===== config.mk =====
export PLATFORM = sky130hd
export DESIGN_NAME = integer_to_ascii_any_base_core_flat
export DESIGN_NICKNAME = d
export VERILOG_FILES = /design/src/hw/rtl/itoa_pkg.sv /design/src/hw/rtl/itoa_in_if.sv /design/src/hw/rtl/itoa_out_if.sv /design/src/hw/rtl/itoa_divider.sv /design/src/hw/rtl/integer_to_ascii_any_base_core.sv /design/src/flat_wrapper.sv
export SDC_FILE = /design/constraint.sdc
export NUM_CORES = 1
export LEC_CHECK = 0
export BUFFER_PORTS_ARGS = -buffer_cell sky130_fd_sc_hd__buf_2
export CAP_MARGIN = 15
export CORE_AREA = 4 4 168 170
export DETAILED_ROUTE_END_ITERATION = 12
export DIE_AREA = 0 0 172 174
export PLACE_DENSITY = 0.8
export SYNTH_ARGS = -nofsm -noshare
export SYNTH_HDL_FRONTEND = slang
export SYNTH_SLANG_ARGS = --single-unit

===== constraint.sdc =====
create_clock -name clk -period 3.1 [get_ports clk]
set_input_delay 0.62 -clock clk [delete_from_list [all_inputs] [get_ports clk]]
set_output_delay 0.62 -clock clk [all_outputs]
set_load 0.01 [all_outputs]

===== src/hw/rtl/itoa_pkg.sv =====
`default_nettype none

package itoa_pkg;

    localparam int VALUE_WIDTH_DEF = 32;
    localparam int MAX_DIGITS_DEF  = 32;

    localparam int BASE_W    = 6;
    localparam int CHAR_W    = 7;
    localparam int DIGIT_W   = 5;

    localparam logic [BASE_W-1:0] MIN_BASE   = 6'd2;
    localparam logic [BASE_W-1:0] MAX_BASE   = 6'd32;
    localparam logic [BASE_W-1:0] DECIMAL    = 6'd10;
    localparam logic [BASE_W-1:0] RESET_BASE = 6'd10;

    localparam logic [CHAR_W-1:0] DIGIT_BASE  = 7'd48;
    localparam logic [CHAR_W-1:0] LETTER_BASE = 7'd65;
    localparam logic [CHAR_W-1:0] MINUS_CHAR  = 7'd45;

    function automatic logic [CHAR_W-1:0] digit_to_char(input logic [DIGIT_W-1:0] d);
        logic [CHAR_W-1:0] dx;
        dx = {2'b00, d};
        if (dx >= {1'b0, DECIMAL})
        begin
            return LETTER_BASE + dx - {1'b0, DECIMAL};
        end
        return DIGIT_BASE + dx;
    endfunction

    function automatic logic [BASE_W-1:0] clamp_base(input logic [BASE_W-1:0] b);
        if (b < MIN_BASE)
        begin
            return MIN_BASE;
        end
        if (b > MAX_BASE)
        begin
            return MAX_BASE;
        end
        return b;
    endfunction

endpackage

`default_nettype wire


===== src/hw/rtl/itoa_in_if.sv =====
`default_nettype none

interface itoa_in_if #(
    parameter int VALUE_WIDTH = 32
) ();
    logic                          valid;
    logic                          ready;
    logic signed [VALUE_WIDTH-1:0] value;

    modport source (output valid, output value, input ready);
    modport sink   (input valid, input value, output ready);
endinterface

`default_nettype wire


===== src/hw/rtl/itoa_out_if.sv =====
`default_nettype none

interface itoa_out_if;
    logic       valid;
    logic       ready;
    logic [6:0] digit_char;
    logic       last;

    modport source (output valid, output digit_char, output last, input ready);
    modport sink   (input valid, input digit_char, input last, output ready);
endinterface

`default_nettype wire


===== src/hw/rtl/itoa_divider.sv =====
`default_nettype none

module itoa_divider
    import itoa_pkg::*;
#(
    parameter int VALUE_WIDTH = VALUE_WIDTH_DEF
) (
    input  wire logic                   clk,
    input  wire logic                   rst_n,
    input  wire logic                   start,
    input  wire logic [VALUE_WIDTH-1:0] dividend,
    input  wire logic [BASE_W-1:0]      divisor,
    output logic                        done,
    output logic [VALUE_WIDTH-1:0]      quotient,
    output logic [BASE_W-1:0]           remainder
);

    localparam int CW = $clog2(VALUE_WIDTH);

    logic [VALUE_WIDTH-1:0] quo_reg;
    logic [BASE_W-1:0]      rem_reg;
    logic [CW-1:0]          cnt_reg;
    logic                   busy_reg;
    logic                   done_reg;

    logic [BASE_W:0]        trial;
    logic                   ge;
    logic [BASE_W:0]        diff;

    assign trial = {rem_reg, quo_reg[VALUE_WIDTH-1]};
    assign ge    = trial >= {1'b0, divisor};
    assign diff  = trial - {1'b0, divisor};

    always_ff @(posedge clk or negedge rst_n)
    begin
        if (!rst_n)
        begin
            busy_reg <= 1'b0;
            done_reg <= 1'b0;
            cnt_reg  <= '0;
        end
        else
        begin
            done_reg <= 1'b0;
            if (start)
            begin
                busy_reg <= 1'b1;
                cnt_reg  <= CW'(VALUE_WIDTH - 1);
            end
            else if (busy_reg)
            begin
                cnt_reg <= cnt_reg - 1'b1;
                if (cnt_reg == '0)
                begin
                    busy_reg <= 1'b0;
                    done_reg <= 1'b1;
                end
            end
        end
    end

    always_ff @(posedge clk)
    begin
        if (start)
        begin
            quo_reg <= dividend;
            rem_reg <= '0;
        end
        else if (busy_reg)
        begin
            quo_reg <= {quo_reg[VALUE_WIDTH-2:0], ge};
            rem_reg <= ge ? diff[BASE_W-1:0] : trial[BASE_W-1:0];
        end
    end

    assign done      = done_reg;
    assign quotient  = quo_reg;
    assign remainder = rem_reg;

endmodule

`default_nettype wire


===== src/hw/rtl/integer_to_ascii_any_base_core.sv =====
// Digits: a zero value bypasses the divider; otherwise each digit is set by the
// bit-serial divider that yields one quotient bit per cycle.
// Output: per character, a registered digit store read, then a hand off held until ready.
// Items are taken one at a time; a new value is accepted only once the sequencer is idle.
// Reset: base returns to 10, sequencer idles; the digit store is not cleared.
`default_nettype none

module integer_to_ascii_any_base_core
    import itoa_pkg::*;
#(
    parameter int VALUE_WIDTH = VALUE_WIDTH_DEF,
    parameter int MAX_DIGITS  = MAX_DIGITS_DEF
) (
    input  wire logic              clk,
    input  wire logic              rst_n,
    input  wire logic              number_base_we,
    input  wire logic [BASE_W-1:0] number_base,
    itoa_in_if.sink                din,
    itoa_out_if.source             dout
);

    localparam int CNTW = $clog2(MAX_DIGITS + 1);
    localparam int PW   = $clog2(MAX_DIGITS);

    typedef enum logic [2:0] {
        S_IDLE,
        S_CHECK,
        S_DIV_START,
        S_DIV_WAIT,
        S_SIGN,
        S_LOAD,
        S_SHOW
    } state_t;

    state_t                 state_reg, state_next;
    logic [BASE_W-1:0]      base_reg;
    logic [VALUE_WIDTH-1:0] mag_reg, mag_next;
    logic                   neg_reg, neg_next;
    logic [CNTW-1:0]        cnt_reg, cnt_next;
    logic [PW-1:0]          ptr_reg, ptr_next;

    logic [CHAR_W-1:0]      store [MAX_DIGITS];
    logic [CHAR_W-1:0]      rd_data_reg;
    logic                   wr_en;
    logic [PW-1:0]          wr_addr;
    logic [CHAR_W-1:0]      wr_data;

    logic                   div_start;
    logic                   div_done;
    logic [VALUE_WIDTH-1:0] div_quo;
    logic [BASE_W-1:0]      div_rem;
    logic [CNTW-1:0]        cnt_inc;
    logic [VALUE_WIDTH-1:0] in_mag;

    itoa_divider #(
        .VALUE_WIDTH(VALUE_WIDTH)
    ) u_div (
        .clk      (clk),
        .rst_n    (rst_n),
        .start    (div_start),
        .dividend (mag_reg),
        .divisor  (base_reg),
        .done     (div_done),
        .quotient (div_quo),
        .remainder(div_rem)
    );

    assign cnt_inc = cnt_reg + 1'b1;
    assign in_mag  = din.value[VALUE_WIDTH-1] ? (VALUE_WIDTH'(0) - VALUE_WIDTH'(din.value))
                                              : VALUE_WIDTH'(din.value);

    assign din.ready       = (state_reg == S_IDLE);
    assign dout.valid      = (state_reg == S_SHOW);
    assign dout.digit_char = rd_data_reg;
    assign dout.last       = (ptr_reg == '0);

    always_comb
    begin
        state_next = state_reg;
        mag_next   = mag_reg;
        neg_next   = neg_reg;
        cnt_next   = cnt_reg;
        ptr_next   = ptr_reg;
        wr_en      = 1'b0;
        wr_addr    = cnt_reg[PW-1:0];
        wr_data    = DIGIT_BASE;
        div_start  = 1'b0;
        unique case (state_reg)
            S_IDLE:
            begin
                if (din.valid)
                begin
                    neg_next   = din.value[VALUE_WIDTH-1];
                    mag_next   = in_mag;
                    cnt_next   = '0;
                    state_next = S_CHECK;
                end
            end
            S_CHECK:
            begin
                if (mag_reg == '0)
                begin
                    wr_en      = 1'b1;
                    wr_data    = DIGIT_BASE;
                    cnt_next   = cnt_inc;
                    state_next = S_SIGN;
                end
                else
                begin
                    state_next = S_DIV_START;
                end
            end
            S_DIV_START:
            begin
                div_start  = 1'b1;
                state_next = S_DIV_WAIT;
            end
            S_DIV_WAIT:
            begin
                if (div_done)
                begin
                    wr_en    = 1'b1;
                    wr_data  = digit_to_char(div_rem[DIGIT_W-1:0]);
                    cnt_next = cnt_inc;
                    mag_next = div_quo;
                    if (div_quo == '0 || cnt_inc == CNTW'(MAX_DIGITS))
                    begin
                        state_next = S_SIGN;
                    end
                    else
                    begin
                        state_next = S_DIV_START;
                    end
                end
            end
            S_SIGN:
            begin
                if (neg_reg && base_reg == DECIMAL && cnt_reg < CNTW'(MAX_DIGITS))
                begin
                    wr_en    = 1'b1;
                    wr_data  = MINUS_CHAR;
                    cnt_next = cnt_inc;
                    ptr_next = cnt_reg[PW-1:0];
                end
                else
                begin
                    ptr_next = PW'(cnt_reg - 1'b1);
                end
                state_next = S_LOAD;
            end
            S_LOAD:
            begin
                state_next = S_SHOW;
            end
            S_SHOW:
            begin
                if (dout.ready)
                begin
                    if (ptr_reg == '0)
                    begin
                        state_next = S_IDLE;
                    end
                    else
                    begin
                        ptr_next   = ptr_reg - 1'b1;
                        state_next = S_LOAD;
                    end
                end
            end
            default:
            begin
                state_next = S_IDLE;
            end
        endcase
    end

    always_ff @(posedge clk or negedge rst_n)
    begin
        if (!rst_n)
        begin
            state_reg <= S_IDLE;
            base_reg  <= RESET_BASE;
            mag_reg   <= '0;
            neg_reg   <= 1'b0;
            cnt_reg   <= '0;
            ptr_reg   <= '0;
        end
        else
        begin
            state_reg <= state_next;
            mag_reg   <= mag_next;
            neg_reg   <= neg_next;
            cnt_reg   <= cnt_next;
            ptr_reg   <= ptr_next;
            if (number_base_we)
            begin
                base_reg <= clamp_base(number_base);
            end
        end
    end

    always_ff @(posedge clk)
    begin
        if (wr_en)
        begin
            store[wr_addr] <= wr_data;
        end
        rd_data_reg <= store[ptr_reg];
    end

    a_no_overlap: assert property (@(posedge clk) disable iff (!rst_n)
        !(din.ready && dout.valid))
        else $error("input ready while a character is offered");

    a_busy_after_accept: assert property (@(posedge clk) disable iff (!rst_n)
        (din.valid && din.ready) |=> !din.ready)
        else $error("ready did not drop after an accepted item");

    a_base_range: assert property (@(posedge clk) disable iff (!rst_n)
        (base_reg >= MIN_BASE) && (base_reg <= MAX_BASE))
        else $error("base register out of range");

    a_last_ends: assert property (@(posedge clk) disable iff (!rst_n)
        (dout.valid && dout.ready && dout.last) |=> (!dout.valid && din.ready))
        else $error("string did not end after last character");

    a_count_bound: assert property (@(posedge clk) disable iff (!rst_n)
        cnt_reg <= CNTW'(MAX_DIGITS))
        else $error("digit count past store depth");

endmodule

`default_nettype wire


===== src/flat_wrapper.sv =====
// flat-port wrapper written by rule: the top's interface ports become plain ports
module integer_to_ascii_any_base_core_flat import itoa_pkg::*;
#(
    parameter int VALUE_WIDTH = VALUE_WIDTH_DEF,
    parameter int MAX_DIGITS  = MAX_DIGITS_DEF
)
  (clk, rst_n, number_base_we, number_base, din_valid, din_value, din_ready, dout_valid, dout_digit_char, dout_last, dout_ready);
  itoa_in_if #(.VALUE_WIDTH(VALUE_WIDTH)) din_i ();
  itoa_out_if dout_i ();
  input  wire logic clk;
  input  wire logic rst_n;
  input  wire logic number_base_we;
  input  wire logic [BASE_W-1:0] number_base;
  input wire logic [$bits(din_i.valid)-1:0] din_valid;
  input wire logic [$bits(din_i.value)-1:0] din_value;
  output wire logic [$bits(din_i.ready)-1:0] din_ready;
  output wire logic [$bits(dout_i.valid)-1:0] dout_valid;
  output wire logic [$bits(dout_i.digit_char)-1:0] dout_digit_char;
  output wire logic [$bits(dout_i.last)-1:0] dout_last;
  input wire logic [$bits(dout_i.ready)-1:0] dout_ready;
  assign din_i.valid = din_valid;
  assign din_i.value = din_value;
  assign din_ready = din_i.ready;
  assign dout_valid = dout_i.valid;
  assign dout_digit_char = dout_i.digit_char;
  assign dout_last = dout_i.last;
  assign dout_i.ready = dout_ready;
  integer_to_ascii_any_base_core #(.VALUE_WIDTH(VALUE_WIDTH), .MAX_DIGITS(MAX_DIGITS)) u_core (.clk(clk), .rst_n(rst_n), .number_base_we(number_base_we), .number_base(number_base), .din(din_i), .dout(dout_i));
endmodule

==> metrics.md <==
| Metric | Value |
|---|---|
| Netlist cell types | `57` |
| Crit path capture type | `output port` |
| Chip Height | `174 um` |
| FILL cells | `1920` |
| Grt total ovfl | `0` |
| Max_slew headroom | `0.463` |
| Startpoint Class | `flip-flop` |
| Leading cell types by count after synthesis | `256 x edfxtp_1, 176 x nand2_1, 70 x mux4_2` |
| Number of flip-flops under the largest register name | `roughly 220` |
| Inst Count DP | `around 1500` |
| Num CTS Buffers | `31` |
| CTS tree | `yes` |
| Main flop type after synthesis | `edfxtp_1` |
| Routed Antenna Nets | `0` |
| Path type of the worst min-delay path | `in2async` |
| Area of the die | `0.0299 sq mm` |
| HPWL after DPL | `20.7 mm` |
| M1 wire length | `~13 mm` |
| Post-synth EDFFs | `between 200 and 300` |
| Cells after synthesis | `1061` |
| Core area | `0.0267 sq mm` |
| Clock Path Buffers | `3` |
| Crit-path slowest cell | `dfrtp_4` |
| DR top layer | `met5` |
| Area of the mapped netlist | `~0.015 sq mm` |
| Initial core utilization | `0.551` |
| Area fraction in compound gates after synthesis | `0.0696` |
| GRT Overall Usage | `0.211` |
| R2R Path Start | `u_core.mag_reg[2]` |
| Die width | `172 um` |
| WL met2 | `~15 mm` |
| CTS clk-pin slew, worst paths | `0.06 ns` |
| Syn nets | `approximately 1100` |
| Wire length on met3 | `2.18 mm` |
| Final setup vio count | `0` |
| DR WL/cell | `approximately 21 um` |
| Data required, critical path | `~2.5 ns` |
| CP Class | `reg2out` |
| Status | `finished clean` |
| RSZ-0062 raised after global routing | `no` |
| Sequential share of the synthesized area | `0.642` |
| DRC viols | `0` |
| Layout Nets | `around 1200` |
| FMAX | `0.349 GHz` |
| Seq cells post-synth | `329` |
| Multiplexer share of the synthesized area | `0.121` |
| DR pass1 iterations | `7` |
| CP Launch Point | `u_core.ptr_reg[0]` |
| Yosys Warn Count | `0` |
| First-pass GRT wire length | `50.0 mm` |
| GPL Wtd Cong | `between 0.8 and 0.9` |
| Hold Fails Final Rpt | `0` |
| Wirelength, routed | `31.4 mm` |
| Worst Path Max Fanout | `10` |
| Port bufs | `between 50 and 60` |
| Leading area contributor after synthesis | `edfxtp_1` |
| Worst Tran Pin Value | `a little over 0.8 ns` |
| Yosys top cell area share | `0.522` |
| P_leak | `6.49 nW` |
| Vias | `9159` |
| H-tree depth | `1` |
| Area of the multi-input gates | `just under 0.005 sq mm` |
| Layout cell share with drive strength beyond 1 | `0.227` |
| Largest cells by area after synthesis | `edfxtp_1 52%, mux4_2 11%, dfrtp_1 9.9%` |
| Pwr dens | `765 mW/mm^2` |
| Root Driver | `clkbuf_16` |
| Post-synthesis adder-cell area fraction | `0.0167` |
| Worst slack on hold paths | `0.118 ns` |
| Setup total negative slack | `0 ns` |
| Hold_buf cts | `0` |
| Layout area overhead | `14.5%` |
| Initial DRC Count | `953` |
| Non-Filler Instances | `1522` |
| Worst clock skew | `between 0.01 and 0.015 ns` |
| Arrival time at the worst endpoint | `2.24 ns` |
| XOR/XNOR share of the synthesized area | `0.0250` |
| Core Util, Final | `0.630` |
| Crit path largest cell delay | `between 0.5 and 0.6 ns` |
| TritonCTS sink count | `329` |
| Most frequent cell on the critical path | `buf_4` |
| Number of global-route vias before repair | `a little under 9000` |
| FP Rows | `60` |
| Syn Area/Cell | `13.9 sq um` |
| Initial antenna violation count | `1` |
| Later-pin clock latency in the skew report | `0.57 ns` |
| Via-per-instance ratio | `~6.0` |
| Simple logic cell fraction of the synthesized area | `0.103` |
| Most common cell in the synthesized netlist | `edfxtp_1` |
| Pin count of the biggest net entering global routing | `65` |
| Largest family of logic cells by synthesized area | `multiplexers` |
| Register Area | `between 0.009 and 0.01 sq mm` |
| Max-slew violation count | `0` |
| Tcrit/Tclk final | `0.924` |
| Power after layout | `12.9 mW` |
| Max-Cap Viols | `0` |
| Post-CTS Resized | `0` |
| IO Count | `53` |
| Min Tclk post-route | `2.86 ns` |
| Worst IR Drop VDD | `between 0.0005 and 0.0006 V` |
| CP Cell Sequence | `buf_4 -> inv_1 -> ha_1 -> nor4b_1 -> buf_4 -> buf_2` |
| Ys async rst share | `0.182` |
## metal layers
metal | vias up | GRT usage
li1 | 4208 | -
met1 | 4551 | 0.317
met2 | 348 | 0.336
met3 | 50 | 0.0334
met4 | 2 | 0.0387
met5 | - | 0
## path summary, 6_finish.rpt
check                                                 end  slack (ns)  depth (start not counted)
worst max-delay path                            dout_last        0.24                          6
worst min-delay path                    u_core.mag_reg[9]        0.12                          1
worst max register to register        u_core.store[27][4]        0.37                          7
worst min register to register  u_core.u_div.remainder[5]        0.46                          2
max in group asynchronous              u_core.base_reg[3]        2.31                          2
min in group clk                       u_core.base_reg[5]        0.33                          3
## layout make-up
cell class / instances / area share
sequential: 329 / 0.562
multi-input combinational: 647 / 0.295
clock buffer: 45 / 0.0553
timing repair buffer: 117 / 0.0483
tap: 341 / 0.0253
clock inverter: 13 / 0.00773
inverter: 29 / 0.00646
antenna: 1 / 0.000149
## critical path, delay by kind of cell (launching register included)
family        cells  cell delay [ns]
simple gates      1             0.31
flops             1             0.51
buf+inv           4             0.71
fa+ha+maj         1             0.15
## what timing repair did
| action | CTS | global route |
|---|---|---|
| setup buffers | 1 | 2 |
| endpoints found under the hold margin | 0 | 0 |
| setup endpoints to repair | 1 | 1 |
| pin swaps | 0 | 0 |
## per-stage QoR
stage | setup slack (ns) | instance area, sq um
after global placement | 0.286 | 15700
after CTS | 0.0924 | 16800
after global routing | 0.115 | 16800
after detailed placement | 0.249 | 15700
after floorplan | 0.289 | 14700
final | 0.236 | 16800
## logic make-up after synthesis
kind of cell	after synthesis
AO/OA/AOI/OAI	160
flip-flops	329
buffers and inverters	85
AND/OR/NAND/NOR	336
multiplexers	90
adder cells (fa/ha/maj)	19
XOR/XNOR	42
## where the power goes
group | internal (mW) | switching (mW)
Clock | 2.25 | 1.60
Sequential | 5.34 | 0.683
Combinational | 1.35 | 1.66
Total | 8.94 | 3.95
## placed cells by master (no fill, tap or decap), types with 12 or more instances in the layout
cell type / synthesis / layout
edfxtp_1: 256 / 256
nand2_1: 176 / 176
mux4_2: 70 / 70
nor2_1: 67 / 66
buf_4: 0 / 60
dfrtp_1: 58 / 56
o21ai_0: 57 / 54
buf_2: 1 / 52
clkbuf_16: 0 / 33
a21oi_1: 32 / 32
inv_1: 29 / 29
xnor2_1: 23 / 23
nor4_1: 21 / 21
xor2_1: 19 / 19
ha_1: 18 / 18
dfxtp_1: 13 / 13
nor3_1: 13 / 12
mux2i_1: 12 / 12
Power figures use the tool's default switching activity.
